**src/rtl/core/awm_pkg.sv**
```systemverilog
// Package for the accelerometer window-mean core: field widths, port packing,
// constant-divisor reciprocals, unit modes and register indexes.
// No dependencies.
package awm_pkg;

   localparam int NUM_AXES     = 3;
   localparam int ACCEL_W      = 10;
   localparam int VALUE_W      = 17;
   localparam int MODE_W       = 2;
   localparam int PERIOD_W     = 8;
   localparam int DEF_WINDOW   = 10;
   localparam logic [PERIOD_W-1:0] DEF_PERIOD = 8'd10;

   // stream packing, padded to whole bytes
   localparam int REQ_TDATA_W  = 32;
   localparam int RSP_TDATA_W  = 56;

   // configuration port
   localparam int CSR_ADDR_W   = 1;
   localparam int CSR_DATA_W   = 8;

   // mean minus reference spans -1023..1023
   localparam int DIFF_W       = 11;
   localparam int MAG_DIFF_W   = 10;

   // |v| / 26 as (|v| * 1261) >> 15, exact for |v| < 2^10
   localparam int DIV26_K      = 15;
   localparam int DIV26_M_W    = 11;
   localparam logic [DIV26_M_W-1:0] DIV26_M = 11'd1261;
   localparam int Q26_W        = 6;

   // v*100/260 reduces to 5v/13; (5|v| * 10083) >> 17, exact for 5|v| < 2^13
   localparam int X5_W         = 13;
   localparam int DIV13_K      = 17;
   localparam int DIV13_M_W    = 14;
   localparam logic [DIV13_M_W-1:0] DIV13_M = 14'd10083;
   localparam int Q13_W        = 9;

   // milli m/s2 per 1/26 step of raw counts
   localparam int MILLI_W      = 16;
   localparam logic [MAG_DIFF_W-1:0] MILLI_SCALE = 10'd981;

   typedef enum logic [MODE_W-1:0] {
      MODE_RAW       = 2'd0,
      MODE_MILLI_MS2 = 2'd1,
      MODE_CENTI_G   = 2'd2
   } mode_type;

   typedef enum logic [CSR_ADDR_W-1:0] {
      CSR_UNIT_MODE     = 1'b0,
      CSR_REPORT_PERIOD = 1'b1
   } csr_index_type;

   // one sample, x in the low bits
   typedef logic [NUM_AXES-1:0][ACCEL_W-1:0] sample_type;

endpackage

```
**src/rtl/core/accel_window_mean_with_reference_core.sv**
```systemverilog
// Top level of the accelerometer window-mean core: boxcar window, running sums,
// reference capture, periodic report and unit conversion pipeline.
// Depends on awm_pkg.
//
//  channel | dir | handshake             | payload
//  --------+-----+-----------------------+------------------------------------------
//  req     | in  | req_tvalid/req_tready | tdata x,y,z (10b each), tuser capture
//  rsp     | out | rsp_tvalid/rsp_tready | tdata x,y,z (17b each), tuser mode_used
//  csr     | in  | csr_we                | csr_addr index, csr_wdata value
//
//  One sample per cycle while req_tready is high. Sums, window, reference and
//  report counter update in the accepting cycle; a report then runs a
//  three-register pipeline (mean and difference, reciprocal divides, scale and
//  sign) whose first stage loads at the accepting edge; each stage moves on when free.
//  Stalls: req_tready drops only when all three report stages are full and
//  rsp_tready is low; every sample then waits, whether it reports or not.
//  Reset is synchronous; no clearing pass, window taps are not reset and are
//  only read after WINDOW samples have filled them.
module accel_window_mean_with_reference_core
   import awm_pkg::*;
#(
   parameter int WINDOW = DEF_WINDOW    // window length, 2..64
) (
   input  logic                   clock,
   input  logic                   reset,

   input  logic                   req_tvalid,
   output logic                   req_tready,
   input  logic [REQ_TDATA_W-1:0] req_tdata,   // [9:0] accel_x, [19:10] accel_y,
                                               // [29:20] accel_z, rest zero
   input  logic                   req_tuser,   // [0] capture_reference

   output logic                   rsp_tvalid,
   input  logic                   rsp_tready,
   output logic [RSP_TDATA_W-1:0] rsp_tdata,   // [16:0] value_x, [33:17] value_y,
                                               // [50:34] value_z, rest zero
   output logic [MODE_W-1:0]      rsp_tuser,   // [1:0] mode_used

   input  logic                   csr_we,
   input  logic [CSR_ADDR_W-1:0]  csr_addr,
   input  logic [CSR_DATA_W-1:0]  csr_wdata
);

   localparam int WIN_LOG   = $clog2(WINDOW);
   localparam int SUM_W     = ACCEL_W + WIN_LOG;
   localparam int MAG_W     = SUM_W;
   // rounded mean: |t| / WINDOW as (|t| * MEAN_M) >> MEAN_K, exact for |t| < 2^MAG_W
   localparam int MEAN_K    = MAG_W + WIN_LOG;
   localparam longint MEAN_M = ((longint'(1) << MEAN_K) + longint'(WINDOW) - 1)
                               / longint'(WINDOW);
   localparam int MEAN_M_W  = $clog2(MEAN_M + 1);
   localparam int PROD_W    = MAG_W + MEAN_M_W;
   localparam int FILL_W    = $clog2(WINDOW + 2);

   localparam logic [MEAN_M_W-1:0] MEAN_M_C = MEAN_M_W'(MEAN_M);

   // ---------------------------------------------------------------- control
   logic                  accept;
   logic                  filling;
   logic                  first_post;
   logic                  eff_cap;
   logic                  report_now;
   logic                  s1_free, s2_free, s3_free;
   mode_type              mode_c;

   logic [MODE_W-1:0]     unit_mode_ff;
   logic [PERIOD_W-1:0]   report_period_ff;
   logic [PERIOD_W-1:0]   report_counter_ff, report_counter_in;
   logic [FILL_W-1:0]     fill_ff, fill_in;

   // window shift line, newest at tap 0
   sample_type            win_ff [WINDOW];
   sample_type            sample_c;

   logic signed [SUM_W-1:0]   sum_ff [NUM_AXES];
   logic signed [SUM_W-1:0]   sum_in [NUM_AXES];
   logic signed [ACCEL_W-1:0] ref_ff [NUM_AXES];
   logic signed [ACCEL_W-1:0] ref_in [NUM_AXES];
   logic signed [ACCEL_W-1:0] mean_c [NUM_AXES];
   logic signed [DIFF_W-1:0]  diff_c [NUM_AXES];

   // report pipeline
   logic                      s1_valid_ff, s1_valid_in;
   logic signed [DIFF_W-1:0]  s1_diff_ff [NUM_AXES];
   mode_type                  s1_mode_ff;

   logic                      s2_valid_ff, s2_valid_in;
   logic                      s2_neg_ff [NUM_AXES];
   logic signed [DIFF_W-1:0]  s2_raw_ff  [NUM_AXES];
   logic [Q26_W-1:0]          s2_q26_ff  [NUM_AXES];
   logic [Q13_W-1:0]          s2_q13_ff  [NUM_AXES];
   mode_type                  s2_mode_ff;

   logic [Q26_W-1:0]          q26_c [NUM_AXES];
   logic [Q13_W-1:0]          q13_c [NUM_AXES];
   logic signed [VALUE_W-1:0] value_c [NUM_AXES];

   logic                      rsp_valid_ff, rsp_valid_in;
   logic signed [VALUE_W-1:0] rsp_value_ff [NUM_AXES];
   mode_type                  rsp_mode_ff;

   // bubbles collapse: a stage takes new data when empty or when it drains
   assign s3_free    = !rsp_valid_ff || rsp_tready;
   assign s2_free    = !s2_valid_ff || s3_free;
   assign s1_free    = !s1_valid_ff || s2_free;
   assign req_tready = s1_free;
   assign accept     = req_tvalid && req_tready;

   assign filling    = fill_ff < FILL_W'(WINDOW);
   // first sample after the fill loads the reference from the fill mean
   assign first_post = fill_ff == FILL_W'(WINDOW);
   assign eff_cap    = req_tuser || first_post;
   assign report_now = !filling && (report_counter_ff >= report_period_ff);

   assign sample_c   = sample_type'(req_tdata[NUM_AXES*ACCEL_W-1:0]);

   always_comb begin
      case (unit_mode_ff)
         MODE_RAW:       mode_c = MODE_RAW;
         MODE_MILLI_MS2: mode_c = MODE_MILLI_MS2;
         default:        mode_c = MODE_CENTI_G;   // unused code 3 too
      endcase
   end

   always_comb begin
      fill_in           = fill_ff;
      report_counter_in = report_counter_ff;
      if (accept) begin
         if (fill_ff != FILL_W'(WINDOW + 1)) begin
            fill_in = fill_ff + FILL_W'(1);
         end
         if (!filling) begin
            report_counter_in = report_now ? PERIOD_W'(1)
                                           : report_counter_ff + PERIOD_W'(1);
         end
      end
   end

   assign s1_valid_in  = s1_free ? (accept && report_now) : s1_valid_ff;
   assign s2_valid_in  = s2_free ? s1_valid_ff : s2_valid_ff;
   assign rsp_valid_in = s3_free ? s2_valid_ff : rsp_valid_ff;

   // ---------------------------------------------------------------- per axis
   for (genvar a = 0; a < NUM_AXES; a++) begin : g_axis
      logic signed [ACCEL_W-1:0] sample_s;
      logic signed [ACCEL_W-1:0] oldest_s;
      logic [SUM_W+1:0]          dbl_plus_w;
      logic [SUM_W+1:0]          half_src;
      logic [SUM_W:0]            t_val;
      logic                      t_neg;
      logic [SUM_W:0]            t_abs;
      logic [MAG_W-1:0]          t_mag;
      logic [PROD_W-1:0]         mean_prod;
      logic [ACCEL_W-1:0]        mean_q;
      logic                      d_neg;
      logic [DIFF_W-1:0]         d_abs_full;
      logic [MAG_DIFF_W-1:0]     d_abs;
      logic [MAG_DIFF_W+DIV26_M_W-1:0] p26;
      logic [X5_W-1:0]           x5;
      logic [X5_W+DIV13_M_W-1:0] p13;
      logic [MILLI_W-1:0]        milli_mag;
      logic [VALUE_W-1:0]        conv_mag;

      assign sample_s = $signed(sample_c[a]);
      assign oldest_s = $signed(win_ff[WINDOW-1][a]);

      // running sum; the oldest tap only counts once the window is full
      assign sum_in[a] = filling
         ? sum_ff[a] + SUM_W'(sample_s)
         : sum_ff[a] + SUM_W'(sample_s) - SUM_W'(oldest_s);

      // mean of the window before this sample: trunc(trunc((2s+W)/2)/W)
      assign dbl_plus_w = {sum_ff[a][SUM_W-1], sum_ff[a], 1'b0} + (SUM_W+2)'(WINDOW);
      assign half_src   = dbl_plus_w + (SUM_W+2)'(dbl_plus_w[SUM_W+1]);
      assign t_val      = half_src[SUM_W+1:1];
      assign t_neg      = t_val[SUM_W];
      assign t_abs      = t_neg ? (~t_val + (SUM_W+1)'(1)) : t_val;
      assign t_mag      = t_abs[MAG_W-1:0];
      assign mean_prod  = PROD_W'(t_mag) * PROD_W'(MEAN_M_C);
      assign mean_q     = mean_prod[MEAN_K +: ACCEL_W];
      assign mean_c[a]  = t_neg ? $signed(~mean_q + ACCEL_W'(1)) : $signed(mean_q);

      // capture in the same transaction as a report gives zero difference
      assign diff_c[a] = eff_cap ? '0 : DIFF_W'(mean_c[a]) - DIFF_W'(ref_ff[a]);
      assign ref_in[a] = (accept && !filling && eff_cap) ? mean_c[a] : ref_ff[a];

      // stage 2: magnitude quotients by reciprocal multiply
      assign d_neg      = s1_diff_ff[a][DIFF_W-1];
      assign d_abs_full = d_neg ? (~s1_diff_ff[a] + DIFF_W'(1)) : s1_diff_ff[a];
      assign d_abs      = d_abs_full[MAG_DIFF_W-1:0];
      assign p26        = (MAG_DIFF_W+DIV26_M_W)'(d_abs) * (MAG_DIFF_W+DIV26_M_W)'(DIV26_M);
      assign q26_c[a]   = p26[DIV26_K +: Q26_W];
      assign x5         = X5_W'({d_abs, 2'b00}) + X5_W'(d_abs);
      assign p13        = (X5_W+DIV13_M_W)'(x5) * (X5_W+DIV13_M_W)'(DIV13_M);
      assign q13_c[a]   = p13[DIV13_K +: Q13_W];

      // stage 3: scale, sign and mode select
      assign milli_mag = MILLI_W'(s2_q26_ff[a]) * MILLI_W'(MILLI_SCALE);
      always_comb begin
         case (s2_mode_ff)
            MODE_RAW:       conv_mag = '0;
            MODE_MILLI_MS2: conv_mag = VALUE_W'(milli_mag);
            default:        conv_mag = VALUE_W'(s2_q13_ff[a]);
         endcase
         if (s2_mode_ff == MODE_RAW) begin
            value_c[a] = VALUE_W'(s2_raw_ff[a]);
         end else begin
            value_c[a] = s2_neg_ff[a] ? $signed(~conv_mag + VALUE_W'(1))
                                      : $signed(conv_mag);
         end
      end
   end

   // ---------------------------------------------------------------- registers
   always_ff @(posedge clock) begin
      if (reset) begin
         unit_mode_ff      <= MODE_RAW;
         report_period_ff  <= DEF_PERIOD;
         report_counter_ff <= '0;
         fill_ff           <= '0;
         s1_valid_ff       <= 1'b0;
         s2_valid_ff       <= 1'b0;
         rsp_valid_ff      <= 1'b0;
         for (int a = 0; a < NUM_AXES; a++) begin
            sum_ff[a] <= '0;
            ref_ff[a] <= '0;
         end
      end else begin
         if (csr_we) begin
            case (csr_index_type'(csr_addr))
               CSR_UNIT_MODE:     unit_mode_ff     <= csr_wdata[MODE_W-1:0];
               CSR_REPORT_PERIOD: report_period_ff <= csr_wdata[PERIOD_W-1:0];
               default:           ;
            endcase
         end
         report_counter_ff <= report_counter_in;
         fill_ff           <= fill_in;
         s1_valid_ff       <= s1_valid_in;
         s2_valid_ff       <= s2_valid_in;
         rsp_valid_ff      <= rsp_valid_in;
         for (int a = 0; a < NUM_AXES; a++) begin
            if (accept) begin
               sum_ff[a] <= sum_in[a];
            end
            ref_ff[a] <= ref_in[a];
         end
      end
   end

   // payload, no reset
   always_ff @(posedge clock) begin
      if (accept) begin
         win_ff[0] <= sample_c;
         for (int i = 1; i < WINDOW; i++) begin
            win_ff[i] <= win_ff[i-1];
         end
      end
      if (s1_free) begin
         s1_mode_ff <= mode_c;
         for (int a = 0; a < NUM_AXES; a++) begin
            s1_diff_ff[a] <= diff_c[a];
         end
      end
      if (s2_free) begin
         s2_mode_ff <= s1_mode_ff;
         for (int a = 0; a < NUM_AXES; a++) begin
            s2_neg_ff[a] <= s1_diff_ff[a][DIFF_W-1];
            s2_raw_ff[a] <= s1_diff_ff[a];
            s2_q26_ff[a] <= q26_c[a];
            s2_q13_ff[a] <= q13_c[a];
         end
      end
      if (s3_free) begin
         rsp_mode_ff <= s2_mode_ff;
         for (int a = 0; a < NUM_AXES; a++) begin
            rsp_value_ff[a] <= value_c[a];
         end
      end
   end

   assign rsp_tvalid = rsp_valid_ff;
   assign rsp_tdata  = {(RSP_TDATA_W - NUM_AXES*VALUE_W)'(0),
                        rsp_value_ff[2], rsp_value_ff[1], rsp_value_ff[0]};
   assign rsp_tuser  = rsp_mode_ff;

   // ---------------------------------------------------------------- checks
   // input back-pressure only when every report stage holds a result
   a_stall_full: assert property (@(posedge clock) disable iff (reset)
      !req_tready |-> (s1_valid_ff && s2_valid_ff && rsp_valid_ff))
      else $error("input stalled with a free report stage");

   // a capture taken with a report yields zero differences
   a_cap_zero: assert property (@(posedge clock) disable iff (reset)
      (accept && report_now && eff_cap) |=>
         (s1_diff_ff[0] == '0 && s1_diff_ff[1] == '0 && s1_diff_ff[2] == '0))
      else $error("capture with report gave nonzero difference");

   // the counter restarts at one after each report
   a_cnt_restart: assert property (@(posedge clock) disable iff (reset)
      (accept && report_now) |=> (report_counter_ff == PERIOD_W'(1)))
      else $error("report counter not restarted after report");

endmodule

```
**config.mk**
```make
export PLATFORM = sky130hd
export DESIGN_NAME = accel_window_mean_with_reference_core
export DESIGN_NICKNAME = d
export VERILOG_FILES = /design/src/rtl/core/awm_pkg.sv /design/src/rtl/core/accel_window_mean_with_reference_core.sv
export SDC_FILE = /design/constraint.sdc
export NUM_CORES = 2
export LEC_CHECK = 0
export BUFFER_PORTS_ARGS = -buffer_cell sky130_fd_sc_hd__buf_2
export CAP_MARGIN = 30
export CORE_MARGIN = 3
export CORE_UTILIZATION = 59
export CTS_CLUSTER_SIZE = 10
export DETAILED_ROUTE_END_ITERATION = 12
export PLACE_DENSITY = 0.79
export SYNTH_ARGS = -nofsm -noshare
export SYNTH_HDL_FRONTEND = slang
export SYNTH_SLANG_ARGS = --single-unit
```
**constraint.sdc**
```tcl
create_clock -name clock -period 10.28 [get_ports clock]
set_clock_uncertainty 0.05 [all_clocks]
set_input_delay 0.514 -clock clock [delete_from_list [all_inputs] [get_ports clock]]
set_output_delay 0.514 -clock clock [all_outputs]
set_load 0.02 [all_outputs]
```
==> out/results.tsv <==
metric	value	unit
Max stage delay on crit path	600	ps
Hold Path Class	in2reg	
Layout area overhead	8.92	%
clk buf depth	3	
# DRC	0	
Detailed Routing Iterations Pass 1	5	
Crit Path Class	reg2reg	
gr usage total	24.0	%
Core Box Area	94000	µm²
EDFF count, synth	510	
DRT iter0 DRCs	2358	
FF+latch count, synth	565	
clock latency on the worst-skew pair	650	ps
Via Count	37795	
final setup fails	0	
CTS root buf	clkbuf_16	
CP Max Fanout	12	
pre-CTS WS	-185	ps
Hold Fails Final Rpt	0	
Worst Tran Pin Value	965	ps
setup ws final	398	ps
max-cap violations	0	
worst reg-to-reg path cell count	42	
Initial Util	59.9	%
overflow left after global routing	0	
crit path time final	9880	ps
final WL	116000	µm
clock slew at reported path FFs	60	ps
Hold Crit Depth	1	
first-pass GRT wire length	194000	µm
Crit-path slowest cell	edfxtp_1	
Yosys cell types	83	
layout cells sized above 1	7.05	%
Critical Path RT	10590	ps
Data arrival, critical path	10190	ps
CTS H-tree depth	3	
max_slew headroom	35.2	%
buffers added on ports	99	
CP endpoint	s1_diff_ff[0][31]	
Synth Warn #	0	
num rows	112	
Critical R2R Launch	sum_ff[0][30]	
Worst setup SP type	flop	
vias in the first global route	39295	
Die ar.	99200	µm²
initial antenna violation count	6	
Final Max Tran Viols	0	
remaining antenna violation count after routing	0	
Fillers	6967	
largest net degree at the start of global routing	114	
Cells after Synth	5387	
dpl hpwl	90800	µm
Die X	315	µm
Crit. End Element	flop	
clk sink count	565	
GPL Wtd Cong	0.915	
RR Endpoint	s1_diff_ff[0][31]	
Syn Area/Cell	10.4	µm²
post-synthesis sequential area ratio	29.2	%
run status	finished, final reports clean	
Most common cell on crit path	fa_1	
total CTS buffers	72	
WL per Instance	16.9	µm
Synth Flop Type	edfxtp_1	
Post-synth ARST share	0	%
flop2flop setup slack	400	ps
CTS tree	yes	
Setup crit start	sum_ff[0][30]	
NumNets Final	7066	
hold buffer count at CTS	0	
die height	315	µm
final worst-path cycle share	96.1	%
FMAX	101	MHz
number of I/O pins	107	
drt via density	5.52	
Cell Area, Synth	56300	µm²
per-stage QoR:
step	hold slack [ps]	setup TNS (ps)	cells	util, %	instance area [µm²]
after floorplan	350	0	5391	-	56300
after global placement	350	0	6707	62.2	58400
after detailed placement	355	-185	6712	62.3	58600
after CTS	8.22	0	6820	64.6	60800
after global routing	24.7	-473	6839	65.2	61300
final	55.8	0	6843	65.2	61300
worst max-delay path, delay by kind of cell, from the launching register on:
kind            cells  cell delay, ps
xor+xnor            5             870
buf+inv             5             290
mux                 1             300
flops               1             600
simple gates       11            1690
fa+ha+maj           9            3720
compound gates     11            2050
cells by family (layout without fill, tap and decap cells):
family | Yosys count | count (layout) | share of synthesized area [%]
and+or+nand+nor | 995 | 995 | 8.48
AOI/OAI and AO/OA | 802 | 802 | 9.23
DFF | 565 | 565 | 29.2
other | 1 | 9 | 0.00666
buffers and inverters | 1178 | 1372 | 7.92
xor gates and xnor gates | 359 | 359 | 5.59
muxes | 19 | 19 | 0.344
adders and majority gates | 1468 | 1468 | 39.3
Yosys cell counts, drive strengths merged, types with 9 or more instances:
| cell | number | area, µm² |
|---|---|---|
| a2111oi | 15 | 131 |
| a211o | 10 | 87.6 |
| a211oi | 38 | 285 |
| a21boi | 14 | 109 |
| a21o | 73 | 548 |
| a21oi | 239 | 1200 |
| a31oi | 22 | 153 |
| and2 | 14 | 87.6 |
| and3 | 32 | 200 |
| buf | 21 | 115 |
| clkbuf | 73 | 274 |
| dfxtp | 55 | 1100 |
| edfxtp | 510 | 15300 |
| fa | 498 | 9970 |
| ha | 970 | 12100 |
| inv | 1083 | 4070 |
| mux2i | 16 | 160 |
| nand2 | 299 | 1120 |
| nand2b | 48 | 300 |
| nand3 | 60 | 300 |
| nand3b | 15 | 113 |
| nand4 | 27 | 169 |
| nor2 | 250 | 938 |
| nor2b | 48 | 300 |
| nor3 | 88 | 440 |
| nor3b | 12 | 90.1 |
| nor4 | 13 | 81.3 |
| o2111ai | 9 | 78.8 |
| o211ai | 19 | 143 |
| o21a | 47 | 353 |
| o21ai | 164 | 828 |
| o21bai | 48 | 360 |
| o31ai | 30 | 235 |
| o41ai | 10 | 106 |
| or2 | 26 | 163 |
| or3 | 32 | 200 |
| xnor2 | 243 | 2130 |
| xor2 | 116 | 1020 |
sequential cells by signal (all words and copies together) (netlist names), 4 cells and up:
name and count:
ref_ff 30, s2_raw_ff 32, s2_q26_ff 18, fill_ff 4, report_period_ff 8, rsp_value_ff 51
win_ff 300, s2_q13_ff 27, s1_diff_ff 33, sum_ff 42, report_counter_ff 8
what timing repair did:
item	4_1_cts	5_1_grt
buffers inserted	0	19
gates resized for setup	6	92
pin swaps	0	36
hold endpoints to repair	0	0
endpoints found under the setup margin	2	17
worst min path at each step:
stage                       start       endpoint
global placement     win_ff[8][8]   win_ff[9][8]
global route        req_tdata[15]  win_ff[0][15]
floorplan           s1_mode_ff[0]  s2_mode_ff[0]
finish              req_tdata[15]  win_ff[0][15]
detailed placement  s1_mode_ff[1]  s2_mode_ff[1]
CTS                 req_tdata[15]  win_ff[0][15]
final cells by class:
cell class	instances	area, µm²	area share, %
Multi-Input combinational cell	3648	35900	58.5
Sequential cell	565	16400	26.8
Inverter	1084	4080	6.65
Clock buffer	83	1850	3.02
Tap cell	1254	1570	2.56
Timing Repair Buffer	180	1190	1.94
Clock inverter	25	334	0.545
Antenna cell	4	10.0	0.0163
placed cells by master (no fill, tap or decap), types with 11 or more instances in the layout:
cell type,Yosys,routed
nor3b_1,12,12
nand2_1,299,297
nor2b_1,48,47
o21a_1,47,47
edfxtp_1,510,510
ha_1,970,965
nand3b_1,15,15
clkbuf_16,0,72
nor3_1,88,87
a2111oi_0,15,11
nand3_1,60,55
o211ai_1,19,19
xnor2_1,243,233
xor2_1,116,107
or3_1,32,31
buf_4,6,75
inv_1,1083,1079
a211oi_1,38,36
nand4_1,27,27
buf_2,5,99
nand2b_1,48,47
and3_1,32,31
or2_2,26,26
o31ai_1,28,27
and2_1,14,13
a21o_1,73,73
mux2i_1,16,16
o21ai_0,158,145
dfxtp_1,55,55
a21oi_1,238,231
nor2_1,250,244
a31oi_1,21,21
fa_1,498,498
o21bai_1,48,48
routing by layer:
metal	GRT usage [%]	share of wire, %
met3	3.47	5.2
met1	32.4	44
met2	41.0	48
met5	0	0.022
met4	5.86	2.2
Power is not shown: default switching activity piles up to over one toggle a cycle in this logic, so the estimate is an artifact.
